--- src/sv/rdlm_pkg.sv ---
`timescale 1ns / 1ps
// ----------------------------------------------------------------------------
// rdlm_pkg
// shared types and constants of the rms decibel level meter
// ----------------------------------------------------------------------------
package rdlm_pkg;

  localparam int unsigned LVL_W     = 16;
  localparam int unsigned SMP_W     = 16;
  localparam int unsigned SQ_W      = 31;   // one square fits 2^30
  localparam int unsigned EXP_W     = 5;
  localparam int unsigned TAB_W     = 17;
  localparam int unsigned DLT_W     = 13;
  localparam int unsigned FRAC_W    = 16;
  localparam int unsigned PF_W      = DLT_W + FRAC_W;
  localparam int unsigned DB_W      = 21;   // log2 distance to full scale, q16
  localparam int unsigned PT_W      = 34;
  localparam int unsigned NRM_W     = 17;
  localparam int unsigned PN_W      = 35;

  localparam logic [LVL_W-1:0] THR_RESET  = 16'd328;
  localparam logic [11:0]      DB_NORM_K  = 12'd3288;
  localparam logic [3:0]       QUIET_MEAN = 4'd10;
  localparam logic [EXP_W-1:0] EXP_TOP    = 5'd30;
  localparam logic [DB_W-1:0]  LOG_FULL   = 21'(30 * 65536);
  localparam logic [15:0]      ROUND_HALF = 16'h8000;
  localparam logic [LVL_W-1:0] LVL_FULL   = 16'hFFFF;

  // round(65536 * log2(1 + i/16))
  localparam logic [TAB_W-1:0] LOG_TAB [17] = '{
    17'd0,     17'd5732,  17'd11136, 17'd16248, 17'd21098, 17'd25711,
    17'd30109, 17'd34312, 17'd38336, 17'd42196, 17'd45904, 17'd49472,
    17'd52911, 17'd56228, 17'd59434, 17'd62534, 17'd65536
  };

  typedef enum logic [8:0] {
    ST_IDLE  = 9'b000000001,
    ST_DIV   = 9'b000000010,
    ST_CHECK = 9'b000000100,
    ST_NORM  = 9'b000001000,
    ST_MULF  = 9'b000010000,
    ST_MULT  = 9'b000100000,
    ST_MULN  = 9'b001000000,
    ST_LEVEL = 9'b010000000,
    ST_EMIT  = 9'b100000000
  } state_t;

  typedef struct packed {
    logic acc;        // accumulate accepted sample
    logic clr;        // clear request accepted
    logic div_step;
    logic check;
    logic norm_step;
    logic mul_f;
    logic mul_t;
    logic mul_n;
    logic level;
    logic emit;
  } cmd_t;

  typedef struct packed {
    logic blk_end;    // the sample on the input closes its block
    logic div_done;
    logic quiet_loud;
    logic norm_done;
    logic out_free;
  } sts_t;

endpackage

--- src/sv/rdlm_ctrl.sv ---
`timescale 1ns / 1ps
// ----------------------------------------------------------------------------
// rdlm_ctrl
// sequencer: accumulate or clear, divide, check, normalize, three multiply steps, level, emit
// ----------------------------------------------------------------------------
module rdlm_ctrl (
  input  logic           clk,
  input  logic           rst_n,
  input  logic           in_tvalid,
  input  logic           in_req,
  output logic           in_tready,
  input  rdlm_pkg::sts_t sts,
  output rdlm_pkg::cmd_t cmd
);

  rdlm_pkg::state_t state_r, state_nxt;

  always_ff @(posedge clk) begin
    if (!rst_n) begin
      state_r <= rdlm_pkg::ST_IDLE;
    end else begin
      state_r <= state_nxt;
    end
  end

  assign in_tready = (state_r == rdlm_pkg::ST_IDLE);

  always_comb begin
    state_nxt = state_r;
    cmd       = '0;
    unique case (state_r)
      rdlm_pkg::ST_IDLE: begin
        if (in_tvalid) begin
          if (in_req) begin
            cmd.clr   = 1'b1;
            state_nxt = rdlm_pkg::ST_EMIT;
          end else begin
            cmd.acc = 1'b1;
            if (sts.blk_end) begin
              state_nxt = rdlm_pkg::ST_DIV;
            end
          end
        end
      end
      rdlm_pkg::ST_DIV: begin
        if (sts.div_done) begin
          state_nxt = rdlm_pkg::ST_CHECK;
        end else begin
          cmd.div_step = 1'b1;
        end
      end
      rdlm_pkg::ST_CHECK: begin
        cmd.check = 1'b1;
        state_nxt = sts.quiet_loud ? rdlm_pkg::ST_EMIT : rdlm_pkg::ST_NORM;
      end
      rdlm_pkg::ST_NORM: begin
        if (sts.norm_done) begin
          state_nxt = rdlm_pkg::ST_MULF;
        end else begin
          cmd.norm_step = 1'b1;
        end
      end
      rdlm_pkg::ST_MULF: begin
        cmd.mul_f = 1'b1;
        state_nxt = rdlm_pkg::ST_MULT;
      end
      rdlm_pkg::ST_MULT: begin
        cmd.mul_t = 1'b1;
        state_nxt = rdlm_pkg::ST_MULN;
      end
      rdlm_pkg::ST_MULN: begin
        cmd.mul_n = 1'b1;
        state_nxt = rdlm_pkg::ST_LEVEL;
      end
      rdlm_pkg::ST_LEVEL: begin
        cmd.level = 1'b1;
        state_nxt = rdlm_pkg::ST_EMIT;
      end
      rdlm_pkg::ST_EMIT: begin
        if (sts.out_free) begin
          cmd.emit  = 1'b1;
          state_nxt = rdlm_pkg::ST_IDLE;
        end
      end
      default: begin
        state_nxt = rdlm_pkg::ST_IDLE;
      end
    endcase
  end

endmodule

--- src/sv/rdlm_dp.sv ---
`timescale 1ns / 1ps
// ----------------------------------------------------------------------------
// rdlm_dp
// square accumulator, restoring divider, log/curve arithmetic, output register
// ----------------------------------------------------------------------------
module rdlm_dp #(
  parameter int unsigned MAX_BLOCK = 4096
) (
  input  logic                          clk,
  input  logic                          rst_n,
  input  rdlm_pkg::cmd_t                cmd,
  output rdlm_pkg::sts_t                sts,
  input  logic signed [rdlm_pkg::SMP_W-1:0] in_sample,
  input  logic                          in_last,
  input  logic                          cfg_valid,
  input  logic [rdlm_pkg::LVL_W-1:0]    cfg_data,
  output logic                          out_tvalid,
  input  logic                          out_tready,
  output logic [rdlm_pkg::LVL_W-1:0]    out_level
);

  localparam int unsigned CNT_W  = $clog2(MAX_BLOCK + 1);
  localparam int unsigned SUM_W  = 30 + CNT_W;
  localparam int unsigned DCNT_W = $clog2(SUM_W + 1);

  logic [SUM_W-1:0]  sum_r;
  logic [CNT_W-1:0]  cnt_r;
  logic [SUM_W-1:0]  quo_r;
  logic [CNT_W-1:0]  den_r;
  logic [CNT_W-1:0]  rem_r;
  logic [DCNT_W-1:0] dcnt_r;
  logic [rdlm_pkg::SQ_W-1:0]  norm_r;
  logic [rdlm_pkg::EXP_W-1:0] exp_r;
  logic [15:0]                base_r;
  logic [rdlm_pkg::PF_W-1:0]  prod_f_r;
  logic [rdlm_pkg::PT_W-1:0]  prod_t_r;
  logic [rdlm_pkg::PN_W-1:0]  prod_n_r;
  logic [rdlm_pkg::LVL_W-1:0] lvl_r;
  logic                       clr_r;
  logic [rdlm_pkg::LVL_W-1:0] held_r;
  logic [rdlm_pkg::LVL_W-1:0] thr_r;
  logic                       out_valid_r;
  logic [rdlm_pkg::LVL_W-1:0] out_level_r;

  logic signed [31:0] sq_s;
  logic [SUM_W-1:0]   sum_add;
  logic [CNT_W-1:0]   cnt_inc;
  logic               blk_end;
  logic [CNT_W:0]     rem_sh;
  logic               ge;
  logic [CNT_W:0]     rem_sub;
  logic               quiet;
  logic               loud;
  logic [3:0]         idx;
  logic [rdlm_pkg::TAB_W-1:0] tab_lo;
  logic [rdlm_pkg::TAB_W-1:0] tab_hi;
  logic [rdlm_pkg::DLT_W-1:0] dlt;
  logic [rdlm_pkg::TAB_W-1:0] frac;
  logic [rdlm_pkg::DB_W-1:0]  lg;
  logic [rdlm_pkg::DB_W-1:0]  log_dist;
  logic [17:0]                t_val;
  logic [rdlm_pkg::NRM_W-1:0] n_val;
  logic [18:0]                lv;
  logic [rdlm_pkg::LVL_W-1:0] diff;
  logic                       fire;

  // accumulate
  assign sq_s    = in_sample * in_sample;
  assign sum_add = sum_r + SUM_W'(sq_s[rdlm_pkg::SQ_W-1:0]);
  assign cnt_inc = cnt_r + CNT_W'(1);
  assign blk_end = in_last || (cnt_inc == CNT_W'(MAX_BLOCK));

  // one quotient bit per step
  assign rem_sh  = {rem_r, quo_r[SUM_W-1]};
  assign ge      = (rem_sh >= {1'b0, den_r});
  assign rem_sub = rem_sh - {1'b0, den_r};

  assign quiet = (quo_r <= SUM_W'(rdlm_pkg::QUIET_MEAN));
  assign loud  = |quo_r[SUM_W-1:30];

  // log2 mantissa from table with linear interpolation
  assign idx    = norm_r[29:26];
  assign tab_lo = rdlm_pkg::LOG_TAB[idx];
  assign tab_hi = rdlm_pkg::LOG_TAB[5'(idx) + 5'd1];
  assign dlt    = rdlm_pkg::DLT_W'(tab_hi - tab_lo);

  assign frac     = {1'b0, base_r} + rdlm_pkg::TAB_W'(prod_f_r[rdlm_pkg::PF_W-1:16]);
  assign lg       = {exp_r, 16'd0} + rdlm_pkg::DB_W'(frac);
  assign log_dist = rdlm_pkg::LOG_FULL - lg;

  assign t_val = prod_t_r[rdlm_pkg::PT_W-1:16];
  assign n_val = t_val[17:16] != 2'd0 ? '0 : rdlm_pkg::NRM_W'(18'h10000 - t_val);

  assign lv = prod_n_r[rdlm_pkg::PN_W-1:16];

  assign diff = (lvl_r > held_r) ? lvl_r - held_r : held_r - lvl_r;
  assign fire = clr_r ? (held_r != '0) : (diff > thr_r);

  always_comb begin
    sts.blk_end    = blk_end;
    sts.div_done   = (dcnt_r == DCNT_W'(SUM_W));
    sts.quiet_loud = quiet || loud;
    sts.norm_done  = norm_r[30];
    sts.out_free   = !out_valid_r || out_tready;
  end

  // control-side registers
  always_ff @(posedge clk) begin
    if (!rst_n) begin
      sum_r       <= '0;
      cnt_r       <= '0;
      held_r      <= '0;
      thr_r       <= rdlm_pkg::THR_RESET;
      out_valid_r <= 1'b0;
    end else begin
      if (cfg_valid) begin
        thr_r <= cfg_data;
      end
      if (cmd.clr || (cmd.acc && blk_end)) begin
        sum_r <= '0;
        cnt_r <= '0;
      end else if (cmd.acc) begin
        sum_r <= sum_add;
        cnt_r <= cnt_inc;
      end
      if (cmd.emit && fire) begin
        held_r      <= lvl_r;
        out_valid_r <= 1'b1;
      end else if (out_tready) begin
        out_valid_r <= 1'b0;
      end
    end
  end

  // arithmetic registers
  always_ff @(posedge clk) begin
    if (cmd.acc && blk_end) begin
      quo_r  <= sum_add;
      den_r  <= cnt_inc;
      rem_r  <= '0;
      dcnt_r <= '0;
      clr_r  <= 1'b0;
    end else if (cmd.div_step) begin
      quo_r  <= {quo_r[SUM_W-2:0], ge};
      rem_r  <= ge ? rem_sub[CNT_W-1:0] : rem_sh[CNT_W-1:0];
      dcnt_r <= dcnt_r + DCNT_W'(1);
    end
    if (cmd.clr) begin
      clr_r <= 1'b1;
      lvl_r <= '0;
    end
    if (cmd.check) begin
      norm_r <= quo_r[rdlm_pkg::SQ_W-1:0];
      exp_r  <= rdlm_pkg::EXP_TOP;
      if (loud) begin
        lvl_r <= rdlm_pkg::LVL_FULL;
      end else begin
        lvl_r <= '0;
      end
    end
    if (cmd.norm_step) begin
      norm_r <= {norm_r[rdlm_pkg::SQ_W-2:0], 1'b0};
      exp_r  <= exp_r - rdlm_pkg::EXP_W'(1);
    end
    if (cmd.mul_f) begin
      base_r   <= tab_lo[15:0];
      prod_f_r <= dlt * norm_r[25:10];
    end
    if (cmd.mul_t) begin
      prod_t_r <= rdlm_pkg::PT_W'(log_dist) * rdlm_pkg::PT_W'(rdlm_pkg::DB_NORM_K)
                + rdlm_pkg::PT_W'(rdlm_pkg::ROUND_HALF);
    end
    if (cmd.mul_n) begin
      prod_n_r <= rdlm_pkg::PN_W'(n_val) * rdlm_pkg::PN_W'(n_val)
                + rdlm_pkg::PN_W'(rdlm_pkg::ROUND_HALF);
    end
    if (cmd.level) begin
      lvl_r <= (lv[18:16] != 3'd0) ? rdlm_pkg::LVL_FULL : lv[15:0];
    end
    if (cmd.emit && fire) begin
      out_level_r <= lvl_r;
    end
  end

  assign out_tvalid = out_valid_r;
  assign out_level  = out_level_r;

endmodule

--- src/sv/rms_db_level_meter_unit.sv ---
`timescale 1ns / 1ps
// ----------------------------------------------------------------------------
// rms_db_level_meter_unit
// rms audio level meter with a squared decibel display curve
// ----------------------------------------------------------------------------
// Samples are summed as squares, one beat per cycle while in_tready is high,
// until a beat with tlast (or the MAX_BLOCK-th sample) closes the block. The
// block end then runs the mean square through a restoring divider (one
// quotient bit per cycle, 30 + clog2(MAX_BLOCK+1) bits, 43 by default), a
// quiet/full-scale check, a one-bit-per-cycle normalizing shift, three
// registered multiply steps, a level step and an emit step, with in_tready
// low throughout; a quiet or full-scale mean goes from the check straight to
// the emit step. The emit step stretches while an earlier level still waits
// unaccepted. Ordinary sample beats are taken back to back; a clear beat
// also passes through the emit step, which decides its emission. The level
// comes out as unsigned q0.16 only when it moved by more than
// change_threshold from the last emitted level, or, on a clear, as zero when
// the held level was nonzero. A finished level waits in the output register
// while new sample beats are taken.
module rms_db_level_meter_unit #(
  parameter int unsigned MAX_BLOCK = 4096
) (
  input  logic        clk,
  input  logic        rst_n,
  // sample channel
  input  logic        in_tvalid,
  output logic        in_tready,
  input  logic [15:0] in_tdata,   // [15:0] sample (signed)
  input  logic [0:0]  in_tuser,   // [0] req_type: 0 sample, 1 clear
  input  logic        in_tlast,   // last_in_block
  // level channel
  output logic        out_tvalid,
  input  logic        out_tready,
  output logic [15:0] out_tdata,  // [15:0] level, q0.16
  // change threshold register
  input  logic        cfg_valid,
  output logic        cfg_ready,
  input  logic [15:0] cfg_data    // change_threshold, q0.16
);

  rdlm_pkg::cmd_t cmd;
  rdlm_pkg::sts_t sts;

  // register writes are always taken
  assign cfg_ready = 1'b1;

  rdlm_ctrl u_ctrl (
    .clk       (clk),
    .rst_n     (rst_n),
    .in_tvalid (in_tvalid),
    .in_req    (in_tuser[0]),
    .in_tready (in_tready),
    .sts       (sts),
    .cmd       (cmd)
  );

  rdlm_dp #(
    .MAX_BLOCK (MAX_BLOCK)
  ) u_dp (
    .clk        (clk),
    .rst_n      (rst_n),
    .cmd        (cmd),
    .sts        (sts),
    .in_sample  (in_tdata),
    .in_last    (in_tlast),
    .cfg_valid  (cfg_valid),
    .cfg_data   (cfg_data),
    .out_tvalid (out_tvalid),
    .out_tready (out_tready),
    .out_level  (out_tdata)
  );

endmodule

--- config.mk ---
export PLATFORM = sky130hd
export DESIGN_NAME = rms_db_level_meter_unit
export DESIGN_NICKNAME = d
export VERILOG_FILES = /design/src/sv/rdlm_pkg.sv /design/src/sv/rdlm_ctrl.sv /design/src/sv/rdlm_dp.sv /design/src/sv/rms_db_level_meter_unit.sv
export SDC_FILE = /design/constraint.sdc
export NUM_CORES = 2
export LEC_CHECK = 0
export BUFFER_PORTS_ARGS = -buffer_cell sky130_fd_sc_hd__buf_2
export CAP_MARGIN = 20
export CORE_ASPECT_RATIO = 0.7
export CORE_UTILIZATION = 60
export CTS_CLUSTER_DIAMETER = 80
export CTS_CLUSTER_SIZE = 40
export DETAILED_ROUTE_END_ITERATION = 7
export GPL_ROUTABILITY_DRIVEN = 0
export GPL_TIMING_DRIVEN = 0
export PLACE_DENSITY = 0.79
export SLEW_MARGIN = 20
export SYNTH_ARGS = -nofsm -noshare
export SYNTH_HDL_FRONTEND = slang
export SYNTH_SLANG_ARGS = --single-unit
--- constraint.sdc ---
create_clock -name clk -period 12.3 [get_ports clk]
set_input_delay 2.46 -clock clk [delete_from_list [all_inputs] [get_ports clk]]
set_output_delay 2.46 -clock clk [all_outputs]
set_load 0.05 [all_outputs]
## Word level (Yosys, flattened, before mapping)

Memories as Yosys holds them, arrays and structs flattened.
Cells that the tools add are included.

- Flip-flop bits (word level): 356
- Logic and storage cells: 127
- Output and inout port bits: 19
- Memory bits (read-only): 1,088
- Memories: 2

Memories:

| memory | depth | bits a word | rd ports | clocked after memory_dff | wr ports | line | source |
|---|---|---|---|---|---|---|---|
| (name not given) | 32 | 17 | 1 | 0 | 0 | rdlm_dp.sv:83 | `assign tab_lo = rdlm_pkg::LOG_TAB[idx];` |
| (name not given) | 32 | 17 | 1 | 0 | 0 | rdlm_dp.sv:84 | `assign tab_hi = rdlm_pkg::LOG_TAB[5'(idx) + 5'd1];` |

- Reduce and logical (&&, ||, !) cells: 17
- $lt $le $gt $ge: 6
- Equality and inequality tests: 16
- Bitwise operators: 3
- Muxes and demuxes: 44
- Add/sub/neg operators: 15
- Multiply operators: 4

Operators by type and width:

| operator | number |
|---|---|
| 16-bit 2-to-1 mux | 8 |
| 43-bit 2-to-1 mux | 2 |
| 9-bit one-hot mux with 9 select lines | 1 |
| 9-bit 2-to-1 mux | 7 |
| 31-bit 2-to-1 mux | 2 |
| 43-bit by 31-bit adder with 43-bit output | 1 |
| 43-bit by 4-bit <= comparator with 1-bit output, second input constant | 1 |
| 13-bit 2-to-1 mux | 3 |
| 34-bit by 16-bit adder with 35-bit output, second input constant | 1 |
| 33-bit by 16-bit adder with 34-bit output, second input constant | 1 |
| 17-bit by 17-bit multiplier with 34-bit output | 1 |
| 16-bit > comparator | 2 |
| 16-bit subtractor | 2 |
| 16-bit by 16-bit multiplier with 31-bit output | 1 |
| 21-bit by 9-bit multiplier with 30-bit output, second input constant | 1 |
| 13-bit by 16-bit multiplier with 29-bit output | 1 |
| 13-bit subtractor | 2 |
| 21-bit by 17-bit adder with 21-bit output | 1 |
| 21-bit subtractor, first input constant | 1 |
| 16-bit by 13-bit adder with 17-bit output | 1 |
| 17-bit 2-to-1 mux | 1 |
| 17-bit subtractor, first input constant | 1 |
| 1-bit 2-to-1 mux | 16 |
| 16-bit nonzero test | 1 |
| other kinds (34) | 46 |

## Longest topological paths before layout

- Depth after elaboration: 7
- Depth in mapped cells: 42

## Cells and area by module

A second synthesis with hierarchy kept.

- Cells, all modules: 4,966
- Area, all modules: 45,329.7 µm²

By module, submodules not included:

| module | cells an instance | area each (µm²) | instances |
|---|---|---|---|
| rdlm_dp | 4,889 | 44,674.1 | 1 |
| rdlm_ctrl | 75 | 644.4 | 1 |
| rms_db_level_meter_unit | 2 | 11.3 | 1 |

## Least setup slack after synthesis

Ideal clock, no wire load.

- Path kind: input to register
- From: in in_tdata[4]
- To: reg u_dp.quo_r[37], data pin
- Slack: 1,943 ps
- Library setup time: 268 ps
- Stages: 35
- Arrival time: 10,089 ps
- Data required time: 12,032 ps
- Cell sequence: clkbuf_1 > buf_1 > nand2_1 > fa_1 > fa_1 > fa_1 > inv_1 > fa_1 > fa_1 > inv_1 > fa_1 > inv_1 > ha_1 > and2_1 > o211ai_1 > nand2_1 > and2_1 > o21ai_0 > a21boi_0 > o21ai_0 > nor2b_1 > xnor2_1 > ha_1 > a21o_1 > a21o_1 > a21oi_1 > o311ai_0 > nand4_1 > a21oi_1 > a221oi_1 > o21a_1 > clkbuf_1 > nor2_1 > xnor2_1 > o21ai_0

- Cells in the longest elaborated chain, start to end: 3

Ends and longest elaborated chain:

| item | line | source |
|---|---|---|
| from (decl) | rms_db_level_meter_unit.sv:28 | `input logic [15:0] in_tdata,` |
| 16-bit by 16-bit multiplier with 31-bit output | rdlm_dp.sv:68 | `assign sq_s = in_sample * in_sample;` |
| 43-bit by 31-bit adder with 43-bit output | rdlm_dp.sv:69 | `assign sum_add = sum_r + SUM_W'(sq_s[rdlm_pkg::SQ_W-1:0]);` |
| 43-bit 2-to-1 mux | rdlm_dp.sv:137 | `if (cmd.acc && blk_end) begin` |
| to (signal assigned) | rdlm_dp.sv:138 | `quo_r <= sum_add;` |
| to (signal assigned) | rdlm_dp.sv:144 | `quo_r <= {quo_r[SUM_W-2:0], ge};` |
| to (decl) | rdlm_dp.sv:28 | `logic [SUM_W-1:0] quo_r;` |

Every way passes these cells.
A chain may end at the register's enable or synchronous reset.

## Worst setup path in the final report

Same ends and word-level chain as after synthesis.

==> metrics.md <==
| Metric | Value |
|---|---|
| CP max stage cell | clkbuf_1 |
| CTS H-tree lvls | 1 |
| CTS tree | built |
| Clk_lat worst skew | 560 ps |
| Critical Path Max Stage Delay | between 500 and 600 ps |
| Worst Path Arrival | around 12000 ps |
| Hold slack final | 487 ps |
| Vias in the first global route | ~33k |
| Final core utilization | between 60% and 70% |
| Ant diodes | 0 |
| Primary FF master, synth | edfxtp_1 |
| Worst Path Required | about 13000 ps |
| Seq cells post-synth | 308 |
| Final period util | a little over nine tenths |
| Ys async rst share | 0% |
| Max_cap viols | 0 |
| Post-route antenna net violation count | 0 |
| Fillcell total | approximately 6k |
| Post-synth EDFFs | between 150 and 200 |
| Global Route Usage Sum | between 20% and 30% |
| HPWL after detailed placement | just under 90 mm |
| Synth Warn # | 0 |
| Post-CTS sizing | 0 |
| Largest net degree at the start of global routing | 42 |
| Die area | 75900 um2 |
| Startpoint Class | input port |
| Mapped Cells | just under 5k |
| Row Count | 83 |
| Post-CTS Setup Bufs | 0 |
| Hold Buf Count CTS | 0 |
| First-pass GRT wire length | between 150 and 200 mm |
| Total grt overflow | 0 |
| Drt first-iter violations | around 2.9k |
| Slew HR | between 20% and 30% |
| DR vias/cell | ~5.6 |
| Final setup viols | 0 |
| Core area | approximately 74000 um2 |
| Clk slew on worst S/H paths | approximately 140 ps |
| Critical path endpoint category | flop |
| DRC | 0 |
| Avg Inst Size Synth | about 9.2 um2 |
| Post-Route WL | 103 mm |
| Die Span Y | 231 um |
| Min Clock Period, post-route | approximately 12000 ps |
| Layout cells sized above 1 | under 10% |
| Endpoints failing hold | 0 |
| Antenna violations before repair | 3 |
| Clock Sinks | 308 |
| Worst clock skew | 50.1 ps |
| Unique masters post-synth | slightly above 90 |
| Num ports | between 50 and 60 |
| Sum Neg Setup Slack | 0 ps |
| Worst slew pin tran | ~1100 ps |
| Clk root buf | clkbuf_16 |
| Status | finished clean |
| Worst hold path class | flop to flop |
| Routed len/inst | 17.4 um |
| Max FO, Critical Path | 10 |
| Worst setup path class | input port to flop |
| IO buf count | 52 |
| CP dominant cell by count | fa_1 |
| Final #Nets | between 6k and 7k |
| Sequential-to-total area share from yosys stat | 18.0% |
| Drt pass-1 iters | 6 |
| Cell Area, Synth | between 40000 and 50000 um2 |
| Initial Util | around three fifths |
| Layout area overhead | 4.49% |
| Clock Tree Buf Depth | 3 |
| Final Max Tran Viols | 0 |
| Unrepaired setup endpoints after global routing | no |
| DR vias | around 33k |
| Die X | around 330 um |
| CTS Buf Count | 13 |
| Achievable Freq | ~86 MHz |
synthesized netlist by cell type, types with 7 or more instances:
| master | count | area share (%) |
|---|---|---|
| a211oi_1 | 20 | 0.33 |
| a21boi_0 | 14 | 0.23 |
| a21o_1 | 73 | 1.2 |
| a21oi_1 | 152 | 1.7 |
| a221oi_1 | 7 | 0.14 |
| a22o_1 | 31 | 0.61 |
| a31oi_1 | 29 | 0.40 |
| and2_1 | 117 | 1.6 |
| and3_1 | 26 | 0.36 |
| buf_1 | 7 | 0.059 |
| buf_2 | 12 | 0.13 |
| clkbuf_1 | 141 | 1.2 |
| clkinv_1 | 7 | 0.059 |
| dfxtp_1 | 119 | 5.3 |
| edfxtp_1 | 189 | 13 |
| fa_1 | 646 | 29 |
| ha_1 | 508 | 14 |
| inv_1 | 1001 | 8.4 |
| mux2_2 | 15 | 0.38 |
| mux2i_1 | 57 | 1.3 |
| nand2_1 | 435 | 3.6 |
| nand2b_1 | 25 | 0.35 |
| nand3_1 | 64 | 0.71 |
| nand3b_1 | 8 | 0.13 |
| nand4_1 | 35 | 0.49 |
| nor2_1 | 345 | 2.9 |
| nor2b_1 | 75 | 1.0 |
| nor3_1 | 44 | 0.49 |
| nor4_1 | 21 | 0.29 |
| o211ai_1 | 8 | 0.13 |
| o21a_1 | 31 | 0.52 |
| o21ai_0 | 146 | 1.6 |
| o21bai_1 | 19 | 0.32 |
| o31ai_1 | 12 | 0.20 |
| or2_2 | 16 | 0.22 |
| or3_1 | 18 | 0.25 |
| or4_1 | 10 | 0.17 |
| xnor2_1 | 161 | 3.1 |
| xor2_1 | 102 | 2.0 |
per-layer routing:
metal	share of wire [%]	wire length (um)	track usage (%)
met5	0	0	0
met4	1.4	1410	3.82
met3	11	11100	7.11
met2	42	43000	40.0
met1	46	47400	43.1
final cells by class:
class                   count  area (um2)  share of cell area (%)
plain buffers             162         628                    1.34
clock buffers              16         347                   0.740
clock inverters             6        78.8                   0.168
inverters                1010        3790                    8.09
multi-input cells        3388       32400                    69.2
flip-flops and latches    308        8060                    17.2
well taps                 977        1220                    2.61
repair buffers             57         314                   0.670
stage by stage:
| step | worst slack, ps | instance area, um2 | cells |
|---|---|---|---|
| 4_1_cts | 887 | 46900 | 5924 |
| 6_report | 727 | 46900 | 5924 |
| 3_5_place_dp | 338 | 46400 | 5902 |
| 2_1_floorplan | 1940 | 44900 | 4868 |
| 3_3_place_gp | 473 | 46400 | 5897 |
| 5_1_grt | 98.3 | 46900 | 5924 |
final timing paths:
kind                                          end            start  slack, ps  depth (start not counted)
worst max-delay path               u_dp.quo_r[37]      in_tdata[4]        730                         36
worst min-delay path                u_dp.sum_r[0]    u_dp.sum_r[0]        490                          2
worst max register to register  u_dp.prod_f_r[28]  u_dp.norm_r[27]        830                         38
worst min register to register      u_dp.sum_r[0]    u_dp.sum_r[0]        490                          2
flip-flops by register name (all words and copies together) (netlist names), 5 cells and up:
| signal | flops |
|---|---|
| u_dp.den_r | 13 |
| u_ctrl.state_r | 9 |
| u_dp.lvl_r | 16 |
| u_dp.exp_r | 5 |
| u_dp.held_r | 16 |
| u_dp.prod_f_r | 13 |
| u_dp.base_r | 16 |
| u_dp.dcnt_r | 6 |
| u_dp.thr_r | 16 |
| u_dp.cnt_r | 13 |
| u_dp.prod_t_r | 18 |
| u_dp.quo_r | 43 |
| u_dp.sum_r | 43 |
| u_dp.out_level | 16 |
| u_dp.norm_r | 31 |
| u_dp.prod_n_r | 19 |
| u_dp.rem_r | 13 |
critical path, delay by kind of cell:
family          cells  cell delay [ps]
compound gates     12             2300
xor+xnor            2              360
fa+ha+maj           8             3840
buf+inv             7             1720
simple gates        7             1200
placed cells by master (no fill, tap or decap), types with 73 or more instances in the layout:
master    instances
inv_1          1001
fa_1            646
ha_1            508
nand2_1         434
nor2_1          344
edfxtp_1        189
xnor2_1         161
a21oi_1         152
o21ai_0         146
clkbuf_1        143
dfxtp_1         119
and2_1          117
xor2_1          102
nor2b_1          75
a21o_1           73
logic make-up (layout without fill, tap and decap cells):
family / Yosys count / after routing / synth area share, %
XOR/XNOR: 266 / 266 / 5.24
multiplexers: 74 / 74 / 1.75
adder cells (fa/ha/maj): 1154 / 1154 / 43.0
AO/OA/AOI/OAI: 612 / 612 / 8.83
AND/OR/NAND/NOR: 1270 / 1270 / 13.3
buffers and inverters: 1172 / 1251 / 9.85
flip-flops: 308 / 308 / 18.0
other: 2 / 12 / 0.0167
Power is not shown: default switching activity piles up to over one toggle a cycle in this logic, so the estimate is an artifact.
